[src/rtl/core/cns_bopomofo_line_parser_core_defines.svh]
// Assertion helpers shared by the parser core.
`ifndef CNS_BOPOMOFO_LINE_PARSER_CORE_DEFINES_SVH
`define CNS_BOPOMOFO_LINE_PARSER_CORE_DEFINES_SVH

// Check a condition at every clock edge outside reset.
`define CNS_ASSERT_ALWAYS(lbl, expr, msg) \
  lbl: assert property (@(posedge clk) disable iff (rst) (expr)) \
    else $error(msg);

// Check that a condition implies another in the same cycle.
`define CNS_ASSERT_IMPLY(lbl, ante, cons, msg) \
  lbl: assert property (@(posedge clk) disable iff (rst) (ante) |-> (cons)) \
    else $error(msg);

`endif

[src/rtl/core/cns_bpmf_pkg.sv]
package cns_bpmf_pkg;

  // Token queue depth between the classifier and the line parser.
  localparam int QDEPTH = 4;
  localparam int QAW    = $clog2(QDEPTH);

  typedef enum logic [3:0] {
    K_HEX,
    K_TAB,
    K_NL,
    K_EOI,
    K_NEUTRAL,
    K_INITIAL,
    K_MEDIAL,
    K_FINAL,
    K_TONE,
    K_OTHER
  } kind_t;

  typedef struct packed {
    kind_t      kind;
    logic [5:0] val;
  } tok_t;

  typedef enum logic [1:0] {
    S_PLANE,
    S_CODE,
    S_SOUND,
    S_SKIP
  } stage_t;

  localparam logic [1:0] ST_OK    = 2'd0;
  localparam logic [1:0] ST_PLANE = 2'd1;
  localparam logic [1:0] ST_CODE  = 2'd2;
  localparam logic [1:0] ST_SOUND = 2'd3;

endpackage

[src/rtl/core/cns_bpmf_classify.sv]
module cns_bpmf_classify (
  input  logic               [20:0] code_point,
  input  logic                      end_of_input,
  output cns_bpmf_pkg::tok_t        tok
);
  import cns_bpmf_pkg::*;

  always_comb begin
    tok.kind = K_OTHER;
    tok.val  = 6'd0;
    if (end_of_input) begin
      tok.kind = K_EOI;
    end else if (code_point == 21'h0000A) begin
      tok.kind = K_NL;
    end else if (code_point == 21'h00009) begin
      tok.kind = K_TAB;
    end else if (code_point >= 21'h00030 && code_point <= 21'h00039) begin
      tok.kind = K_HEX;
      tok.val  = 6'(code_point - 21'h00030);
    end else if (code_point >= 21'h00041 && code_point <= 21'h00046) begin
      tok.kind = K_HEX;
      tok.val  = 6'(code_point - 21'h00037);
    end else if (code_point == 21'h002D9) begin
      tok.kind = K_NEUTRAL;
      tok.val  = 6'd1;
    end else if (code_point == 21'h002C7) begin
      tok.kind = K_TONE;
      tok.val  = 6'd2;
    end else if (code_point == 21'h002CA) begin
      tok.kind = K_TONE;
      tok.val  = 6'd3;
    end else if (code_point == 21'h002CB) begin
      tok.kind = K_TONE;
      tok.val  = 6'd4;
    end else if (code_point >= 21'h03105 && code_point <= 21'h03119) begin
      tok.kind = K_INITIAL;
      tok.val  = 6'(code_point - 21'h03105 + 21'd5);
    end else if (code_point >= 21'h03127 && code_point <= 21'h03129) begin
      tok.kind = K_MEDIAL;
      tok.val  = 6'(code_point - 21'h03127 + 21'd39);
    end else if (code_point >= 21'h0311A && code_point <= 21'h03126) begin
      tok.kind = K_FINAL;
      tok.val  = 6'(code_point - 21'h0311A + 21'd26);
    end
  end

endmodule

[src/rtl/core/cns_bpmf_queue.sv]
`include "cns_bopomofo_line_parser_core_defines.svh"

module cns_bpmf_queue (
  input  logic               clk,
  input  logic               rst,
  input  logic               push,
  input  cns_bpmf_pkg::tok_t push_tok,
  output logic               full,
  input  logic               pop,
  output logic               head_valid,
  output cns_bpmf_pkg::tok_t head_tok
);
  import cns_bpmf_pkg::*;

  tok_t           mem [QDEPTH];
  logic [QAW-1:0] wr_ptr;
  logic [QAW-1:0] rd_ptr;
  logic [QAW:0]   count;
  logic           do_push;
  logic           do_pop;

  assign full       = (count == (QAW+1)'(QDEPTH));
  assign head_valid = (count != '0);
  assign head_tok   = mem[rd_ptr];
  assign do_push    = push && !full;
  assign do_pop     = pop && head_valid;

  always_ff @(posedge clk) begin
    if (do_push) begin
      mem[wr_ptr] <= push_tok;
    end
  end

  always_ff @(posedge clk) begin
    if (rst) begin
      wr_ptr <= '0;
      rd_ptr <= '0;
      count  <= '0;
    end else begin
      if (do_push) wr_ptr <= wr_ptr + 1'b1;
      if (do_pop)  rd_ptr <= rd_ptr + 1'b1;
      case ({do_push, do_pop})
        2'b10:   count <= count + 1'b1;
        2'b01:   count <= count - 1'b1;
        default: count <= count;
      endcase
    end
  end

  `CNS_ASSERT_ALWAYS(a_count_bound, count <= (QAW+1)'(QDEPTH), "queue count above depth")
  `CNS_ASSERT_IMPLY(a_ptr_gap, count != (QAW+1)'(QDEPTH) && count != '0,
                    wr_ptr != rd_ptr, "queue pointers meet while partly filled")
  `CNS_ASSERT_IMPLY(a_full_head, full, head_valid, "queue full without a valid head")

endmodule

[src/rtl/core/cns_bpmf_exec.sv]
`include "cns_bopomofo_line_parser_core_defines.svh"

module cns_bpmf_exec (
  input  logic               clk,
  input  logic               rst,
  input  logic               head_valid,
  input  cns_bpmf_pkg::tok_t head_tok,
  output logic               pop,
  output logic               result_valid,
  input  logic               result_stall,
  output logic [1:0]         status,
  output logic [23:0]        cns_code,
  output logic [23:0]        phonetic_code
);
  import cns_bpmf_pkg::*;

  stage_t      stage, stage_next;
  logic [2:0]  digit_count, digit_count_next;
  logic [23:0] code_acc, code_acc_next;
  logic [23:0] sound_acc, sound_acc_next;
  logic [2:0]  symbol_order, symbol_order_next;
  logic        neutral, neutral_next;
  logic [2:0]  slot_count, slot_count_next;
  logic [1:0]  line_status, line_status_next;

  logic        emit;
  logic        out_free;
  logic [1:0]  res_status;
  logic [23:0] res_cns;
  logic [23:0] res_phon;

  function automatic logic [23:0] slot_put(input logic [23:0] acc, input logic [2:0] slots,
                                           input logic [5:0] v);
    logic [23:0] r;
    r = acc;
    if (slots < 3'd4) begin
      case (slots[1:0])
        2'd0:    r[23:18] = r[23:18] | v;
        2'd1:    r[17:12] = r[17:12] | v;
        2'd2:    r[11:6]  = r[11:6]  | v;
        default: r[5:0]   = r[5:0]   | v;
      endcase
    end
    return r;
  endfunction

  function automatic logic [2:0] slot_inc(input logic [2:0] slots);
    return (slots < 3'd4) ? slots + 3'd1 : slots;
  endfunction

  function automatic logic head_kind_ends_line();
    return head_valid && (head_tok.kind == K_NL || head_tok.kind == K_EOI);
  endfunction

  assign out_free = !result_valid || !result_stall;
  assign pop      = head_valid && (!emit || out_free);

  always_comb begin
    stage_next        = stage;
    digit_count_next  = digit_count;
    code_acc_next     = code_acc;
    sound_acc_next    = sound_acc;
    symbol_order_next = symbol_order;
    neutral_next      = neutral;
    slot_count_next   = slot_count;
    line_status_next  = line_status;

    if (head_kind_ends_line()) begin
      stage_next        = S_PLANE;
      digit_count_next  = 3'd0;
      code_acc_next     = 24'd0;
      sound_acc_next    = 24'd0;
      symbol_order_next = 3'd0;
      neutral_next      = 1'b0;
      slot_count_next   = 3'd0;
      line_status_next  = ST_OK;
    end else if (head_valid) begin
      case (stage)
        S_PLANE: begin
          if (head_tok.kind == K_HEX && digit_count < 3'd2) begin
            code_acc_next    = {code_acc[19:0], head_tok.val[3:0]};
            digit_count_next = digit_count + 3'd1;
          end else if (head_tok.kind == K_TAB && digit_count != 3'd0) begin
            stage_next       = S_CODE;
            digit_count_next = 3'd0;
          end else begin
            stage_next       = S_SKIP;
            line_status_next = ST_PLANE;
          end
        end
        S_CODE: begin
          if (head_tok.kind == K_HEX && digit_count < 3'd4) begin
            code_acc_next    = {code_acc[19:0], head_tok.val[3:0]};
            digit_count_next = digit_count + 3'd1;
          end else if (head_tok.kind == K_TAB && digit_count == 3'd4) begin
            stage_next = S_SOUND;
          end else begin
            stage_next       = S_SKIP;
            line_status_next = ST_CODE;
          end
        end
        S_SOUND: begin
          if (head_tok.kind == K_NEUTRAL && symbol_order == 3'd0) begin
            symbol_order_next = 3'd1;
            neutral_next      = 1'b1;
          end else if ((head_tok.kind == K_INITIAL && symbol_order < 3'd2) ||
                       (head_tok.kind == K_MEDIAL && symbol_order < 3'd3) ||
                       (head_tok.kind == K_FINAL && symbol_order < 3'd4) ||
                       ((head_tok.kind == K_TONE || head_tok.kind == K_NEUTRAL) &&
                        symbol_order < 3'd5 && !neutral)) begin
            case (head_tok.kind)
              K_INITIAL: symbol_order_next = 3'd2;
              K_MEDIAL:  symbol_order_next = 3'd3;
              K_FINAL:   symbol_order_next = 3'd4;
              default:   symbol_order_next = 3'd5;
            endcase
            sound_acc_next  = slot_put(sound_acc, slot_count, head_tok.val);
            slot_count_next = slot_inc(slot_count);
          end else begin
            stage_next       = S_SKIP;
            line_status_next = ST_SOUND;
          end
        end
        default: begin
        end
      endcase
    end
  end

  always_comb begin
    emit       = 1'b0;
    res_status = ST_OK;
    res_cns    = 24'd0;
    res_phon   = 24'd0;
    // close the line, emit unless it is an empty last line
    if (head_kind_ends_line() &&
        !(head_tok.kind == K_EOI && stage == S_PLANE && digit_count == 3'd0)) begin
      emit = 1'b1;
      case (stage)
        S_PLANE: res_status = ST_PLANE;
        S_CODE:  res_status = ST_CODE;
        S_SKIP:  res_status = line_status;
        default: res_status = ST_OK;
      endcase
      if (res_status == ST_OK) begin
        res_cns  = code_acc;
        res_phon = neutral ? slot_put(sound_acc, slot_count, 6'd1) : sound_acc;
      end
    end
  end

  always_ff @(posedge clk) begin
    if (rst) begin
      stage        <= S_PLANE;
      digit_count  <= 3'd0;
      code_acc     <= 24'd0;
      sound_acc    <= 24'd0;
      symbol_order <= 3'd0;
      neutral      <= 1'b0;
      slot_count   <= 3'd0;
      line_status  <= ST_OK;
    end else if (pop) begin
      stage        <= stage_next;
      digit_count  <= digit_count_next;
      code_acc     <= code_acc_next;
      sound_acc    <= sound_acc_next;
      symbol_order <= symbol_order_next;
      neutral      <= neutral_next;
      slot_count   <= slot_count_next;
      line_status  <= line_status_next;
    end
  end

  always_ff @(posedge clk) begin
    if (rst) begin
      result_valid <= 1'b0;
    end else if (out_free) begin
      result_valid <= pop && emit;
    end
  end

  always_ff @(posedge clk) begin
    if (out_free && pop && emit) begin
      status        <= res_status;
      cns_code      <= res_cns;
      phonetic_code <= res_phon;
    end
  end

  `CNS_ASSERT_IMPLY(a_emit_room, pop && emit, out_free, "line closed with result register busy")
  `CNS_ASSERT_IMPLY(a_skip_status, stage == S_SKIP, line_status != ST_OK,
                    "skipped line carries accepted status")
  `CNS_ASSERT_ALWAYS(a_slot_bound, slot_count <= 3'd4 && symbol_order <= 3'd5,
                     "phonetic slot or order counter out of range")

endmodule

[src/rtl/core/cns_bopomofo_line_parser_core.sv]
// A newline or end of text is queued; the parser registers its result when it pops it.
// Throughput: one code point per cycle while code_stall is low; the parser sets the rate.
// A 4-entry token queue lets intake continue while a result waits on result_stall.
// Reset (rst, synchronous, active high) empties the queue, drops any pending result
// and puts the parser at line start in the plane field.
module cns_bopomofo_line_parser_core (
  input  logic        clk,
  input  logic        rst,
  input  logic        code_valid,
  output logic        code_stall,
  input  logic [20:0] code_point,
  input  logic        end_of_input,
  output logic        result_valid,
  input  logic        result_stall,
  output logic [1:0]  status,
  output logic [23:0] cns_code,
  output logic [23:0] phonetic_code
);
  import cns_bpmf_pkg::*;

  tok_t in_tok;
  tok_t head_tok;
  logic q_full;
  logic head_valid;
  logic pop;

  // Front: classify each code point into a token kind plus a hex or symbol value.
  cns_bpmf_classify u_classify (
    .code_point   (code_point),
    .end_of_input (end_of_input),
    .tok          (in_tok)
  );

  // Hold tokens here; stall the source only when the queue is full.
  assign code_stall = q_full;

  cns_bpmf_queue u_queue (
    .clk        (clk),
    .rst        (rst),
    .push       (code_valid),
    .push_tok   (in_tok),
    .full       (q_full),
    .pop        (pop),
    .head_valid (head_valid),
    .head_tok   (head_tok)
  );

  // Back: advance the line state one token a cycle, holding a newline or end of text
  // until the output register has room, then transfer its one result into it.
  cns_bpmf_exec u_exec (
    .clk           (clk),
    .rst           (rst),
    .head_valid    (head_valid),
    .head_tok      (head_tok),
    .pop           (pop),
    .result_valid  (result_valid),
    .result_stall  (result_stall),
    .status        (status),
    .cns_code      (cns_code),
    .phonetic_code (phonetic_code)
  );

endmodule
[config.mk]
export PLATFORM = sky130hd
export DESIGN_NAME = cns_bopomofo_line_parser_core
export DESIGN_NICKNAME = d
export VERILOG_FILES = /design/src/rtl/core/cns_bpmf_pkg.sv /design/src/rtl/core/cns_bpmf_classify.sv /design/src/rtl/core/cns_bpmf_queue.sv /design/src/rtl/core/cns_bpmf_exec.sv /design/src/rtl/core/cns_bopomofo_line_parser_core.sv
export VERILOG_INCLUDE_DIRS = /design/src /design/src/rtl/core
export SDC_FILE = /design/constraint.sdc
export NUM_CORES = 1
export LEC_CHECK = 0
export BUFFER_PORTS_ARGS = -buffer_cell sky130_fd_sc_hd__buf_2
export CAP_MARGIN = 20
export CORE_UTILIZATION = 50
export DETAILED_ROUTE_END_ITERATION = 12
export PLACE_DENSITY = 0.66
export SLEW_MARGIN = 0
export SYNTH_ARGS = -nofsm -noshare
export SYNTH_HDL_FRONTEND = slang
export SYNTH_HIERARCHICAL = 1
export SYNTH_SLANG_ARGS = --single-unit
[constraint.sdc]
create_clock -name clk -period 6.2 [get_ports clk]
set_input_delay 1.24 -clock clk [delete_from_list [all_inputs] [get_ports clk]]
set_output_delay 1.24 -clock clk [all_outputs]
set_load 0.02 [all_outputs]
# Word-level counts from Yosys, hierarchy flattened
# Memory sizes are Yosys's and may differ from the RTL's. A register that Yosys moved wholly into a read port is not among the register bits.
# Cells that the tools add are included.
# op_classes
reduce_logical,71
magnitude_cmp,17
eq_ne,34
n_mux,82
bitwise,4
addsub,14
# op_table
cell,n
$mux W24,10
$mux W10,9
$eq A21 B10 Y1 const B,4
$ge A21 B14 Y1 const B,3
$le A21 B14 Y1 const B,3
$mux W3,16
$pmux W24 S2,1
$eq A21 B4 Y1 const B,2
$mux W6,7
$mux W19,2
$reduce_and A7 Y1,5
$mux W2,16
$logic_and A1 B1 Y1,25
$or A6 B6 Y6,4
$ge A21 B6 Y1 const B,1
$ge A21 B7 Y1 const B,1
$le A21 B6 Y1 const B,1
$le A21 B7 Y1 const B,1
$ne A3 B2 Y1 const B,6
$pmux W2 S3,3
$reduce_bool A2 Y1,9
$sub A6 B6 Y6 const B,3
$eq A4 B3 Y1 const B,4
$lt A3 B3 Y1 const B,4
other kinds (35),82
# word_totals
reg_bits,120
out_inout_bits,52
ram_bits,40
mem_count,1
word_cells,241
in_bits,26
# memory_table
memory,depth,word_bits,rd,rd_clocked_by_memory_dff,wr,line,rtl
u_queue.mem,4,10,1,1,1,cns_bpmf_queue.sv:15,tok_t mem [QDEPTH];

# Depth between registers and ports, before layout
# logic_depth
word_depth,14
ltp_mapped,15
depth_no_buf,13

# By module
# Netlist, hierarchy kept.
# modules_own_cells
mod,area_per_inst_um2,cells_per_inst,seq_area_each_um2,instances
cns_bpmf_exec,4817.1,462,2762.6,1
cns_bpmf_queue,1916.8,104,1381.3,1
cns_bpmf_classify,873.3,129,0.0,1

# Worst setup path before layout
# Ideal clock, no wire load.
# synth_timing
kind,flip-flop to flip-flop
start,register with a tool-made name
end,"register u_exec.cns_code[0], enable pin"
setup_time_ns,0.474
setup_slack_ns,1.453
stages_incl_launch_ff,9
arrival_time_ns,4.272
t_required_ns,5.726
synth_period_minus_slack_ns,4.747
n_path_buf,4
path_cell_list,dfxtp_1 > buf_4 > mux4_2 > buf_2 > and4bb_1 > buf_4 > o21ai_2 > buf_4 > a21oi_1
# synth_rtl
item,line,rtl
"end signal, assigned",cns_bpmf_exec.sv:185,cns_code <= res_cns;
"end, declared",cns_bpmf_exec.sv:12,"output logic [23:0] cns_code,"

==> flow_summary_export.csv <==
group,metric,value,unit
floorplan,die_area,15700,µm²
place,gp_congestion,0.904,
finish,fillCellCount,1206,
timing,hold_viol,0,
synthesis,yosysTopAreaCellShare,35.5,%
synthesis,netlist_instances,695,
detailed_routing,ant_nets,0,
synthesis,syn_nets,746,
critical_path,cp-start-kind,"flip-flop",
min_path,worstHoldPathType,"flip-flop to flip-flop",
timing,fin_crit,4490,ps
clocking,clock_latency,420,ps
clocking,cts.path.max_buffers,2,
floorplan,rows,44,
job,cap_viol_max_count,0,
detailed_routing,vias,5444,
power_and_ir_drop,power_density,335,nW/µm²
outcome,violations,"DRC",
global_route,use_met3,3.55,%
clocking,cts_sinks,162,
critical_path,end_kind,"flip-flop",
detailed_routing,drt_pass1_iterations,9,
finish,multi_input_area,3220,µm²
synthesis,synth_edf_count,90,
min_path,min_from,"u_exec/code_acc[23]",
timing,worstMarginPinSlew,1070,ps
finish,diodes,0,
timing,rsz0062_at_grt,"false",
synthesis,synth_most_common_cell,"edfxtp_1",
clocking,cts_buffers,17,
detailed_routing,wl,15400,µm
floorplan,dieWidth,125,µm
global_route,grt_pass1_vias,5210,
clocking,clk_pin_slew,60,ps
floorplan,coreArea,14700,µm²
finish,nNetsFinal,813,
synthesis,ys_ff_latch,162,
clocking,hold_buffers,0,
power_and_ir_drop,power.leakage,3.02,nW
detailed_routing,initialDrtViolationCount,395,
synthesis,synthXorXnorAreaFrac,0.576,%
synthesis,async_flop_share,0,%
critical_path,worstSetupPathType,"flip-flop to flip-flop",
clocking,cts_setup_buffers,0,
clocking,cts_tree,"yes",
timing,relSlewSlack,28.7,%
critical_path,worstPathRequired,6530,ps
synthesis,synth-simple-area-share,19.9,%
synthesis,synthMuxAreaShare,3.62,%
synthesis,synthDistinctLibCells,80,
global_route,grtUsageMet2,34.4,%
timing,timing.fmax,223,MHz
clocking,ctsResizeCount,0,
finish,register_area,4140,µm²
timing,drv_slew,0,
timing,period_share,72.4,%
clocking,clockRootBuffer,"clkbuf_16",
synthesis,yosysTopAreaCell,"edfxtp_1",
detailed_routing,post_drt_wl_per_cell,16.1,µm
finish,layout-drive-gt1-share,21.0,%
synthesis,synth_common_cells,"90 x edfxtp_1, 77 x nand2_1, 72 x dfxtp_1",
place,hpwl,10900,µm
global_route,grt_pass1_wl,25600,µm
synthesis,yosys_most_used_dff,"edfxtp_1",
synthesis,synth_compound_area_share,13.7,%
timing,setup_viol,0,
clocking,h-tree-depth,4,
synthesis,ys_top_cells_by_area,"edfxtp_1 36%, dfxtp_1 19%, and2_1 4.6%",
global_route,met1_usage,26.5,%
floorplan,die_h,125,µm
synthesis,synthAdderAreaFrac,4.21,%
critical_path,arrival,4820,ps
global_route,grt_start_max_net_pins,50,
timing,setup_tns,0,ps
global_route,antenna_found_initial,0,
floorplan,start_util,51.8,%
global_route,grtUsageTotal,20.4,%
power_and_ir_drop,peakVddDrop,177,µV
synthesis,seq_area_frac_synth,54.5,%
synthesis,yosys_warnings,6,
synthesis,synth_area,7610,µm²
detailed_routing,drc,10,
outcome,status,"finished with violations",
critical_path,cp_max_fo,16,
timing,finClkSkew,11.0,ps
synthesis,synth_top_family_by_area,"simple AND/OR/NAND/NOR gates",
global_route,busiest_layer,"met2",
synthesis,syn_avg_cell_area,10.9,µm²
floorplan,pin_count,78,
global_route,gr-total-overflow,0,
detailed_routing,via_per_inst,5.68,
place,numPortBuffers,77,
finish,area_growth,14.1,%
power_and_ir_drop,total_power,2.91,mW
## final timing paths
kind,to,slack (ps),cells after the start
max,u_queue/count[2],1710,12
min,u_exec/code_acc[23],450,2
max reg2reg,u_queue/count[2],1710,12
min reg2reg,u_exec/code_acc[23],450,2
## critical path, stage by stage (launching register included)
cell and delay [ps]:
dfxtp_1 760, mux4_2 690, and4bb_1 820, o21ai_2 410, o21ai_2 380, inv_2 160
o31a_1 170, ha_1 220, inv_1 80, fa_1 170, xor2_1 70, or3_1 300
a21oi_1 160
## kinds of logic (layout without fill, tap and decap cells)
| group | Yosys count | after routing |
|---|---|---|
| xor gates and xnor gates | 5 | 5 |
| buffers and inverters | 59 | 139 |
| DFF | 162 | 162 |
| adders and majority gates | 25 | 25 |
| and+or+nand+nor | 275 | 275 |
| AOI/OAI and AO/OA | 154 | 154 |
| muxes | 15 | 15 |
## flip-flops by register name (all words and copies together) (netlist names), 2 cells and up, named ones only
| signal | flops |
|---|---|
| u_exec/phonetic_code | 24 |
| u_queue/mem | 40 |
| u_exec/cns_code | 24 |
| u_exec/sound_acc | 24 |
| u_exec/symbol_order | 3 |
| u_exec/digit_count | 3 |
| u_exec/stage | 2 |
| u_exec/line_status | 2 |
| u_queue/count | 3 |
| u_exec/code_acc | 24 |
| u_exec/status | 2 |
| u_queue/rd_ptr | 2 |
| u_queue/wr_ptr | 2 |
| u_exec/slot_count | 3 |
## stage by stage
stage | setup slack, ps | cell area, µm² | hold slack [ps] | instances | util, %
6_report | 1710 | 8680 | 449 | 959 | 59.1
5_1_grt | 1370 | 8680 | 464 | 959 | 59.1
4_1_cts | 1650 | 8650 | 450 | 958 | 58.9
3_5_place_dp | 1720 | 8100 | 435 | 926 | 55.1
3_3_place_gp | 1890 | 8090 | 429 | 925 | 55.0
2_1_floorplan | 1450 | 7610 | 417 | 695 | -
## cells in the final DEF (no fill, tap or decap), types with 10 or more instances in the layout
| cell | netlist | routed |
|---|---|---|
| nor2b_1 | 10 | 10 |
| dfxtp_1 | 72 | 72 |
| mux4_2 | 10 | 10 |
| and2_1 | 56 | 56 |
| inv_1 | 24 | 24 |
| edfxtp_1 | 90 | 90 |
| clkbuf_16 | 0 | 17 |
| buf_2 | 8 | 77 |
| o21ai_0 | 16 | 16 |
| nor2_1 | 30 | 30 |
| a21oi_1 | 48 | 46 |
| nand3_1 | 33 | 33 |
| ha_1 | 24 | 24 |
| o21ai_1 | 22 | 22 |
| nand2_1 | 77 | 77 |
## metal layers
metal / up-vias / routed length [µm] / share of wire, %
met5: - / 0 / 0
met4: 0 / 275 / 1.8
met3: 24 / 639 / 4.1
met2: 158 / 7560 / 49
met1: 2589 / 6960 / 45
li1: 2673 / - / -
## final cells by class
type | count | share of cell area, %
flip-flops and latches | 162 | 47.7
repair buffers | 81 | 5.10
multi-input cells | 474 | 37.0
clock buffers | 18 | 4.94
clock inverters | 14 | 1.40
inverters | 26 | 1.12
well taps | 184 | 2.65
## report_power, final
group	switching, mW	internal, mW
logic	0.435	0.210
clock network	0.439	0.525
registers	0.0558	1.24
total	0.930	1.98
Note: power is estimated with default switching activity, not from simulation.
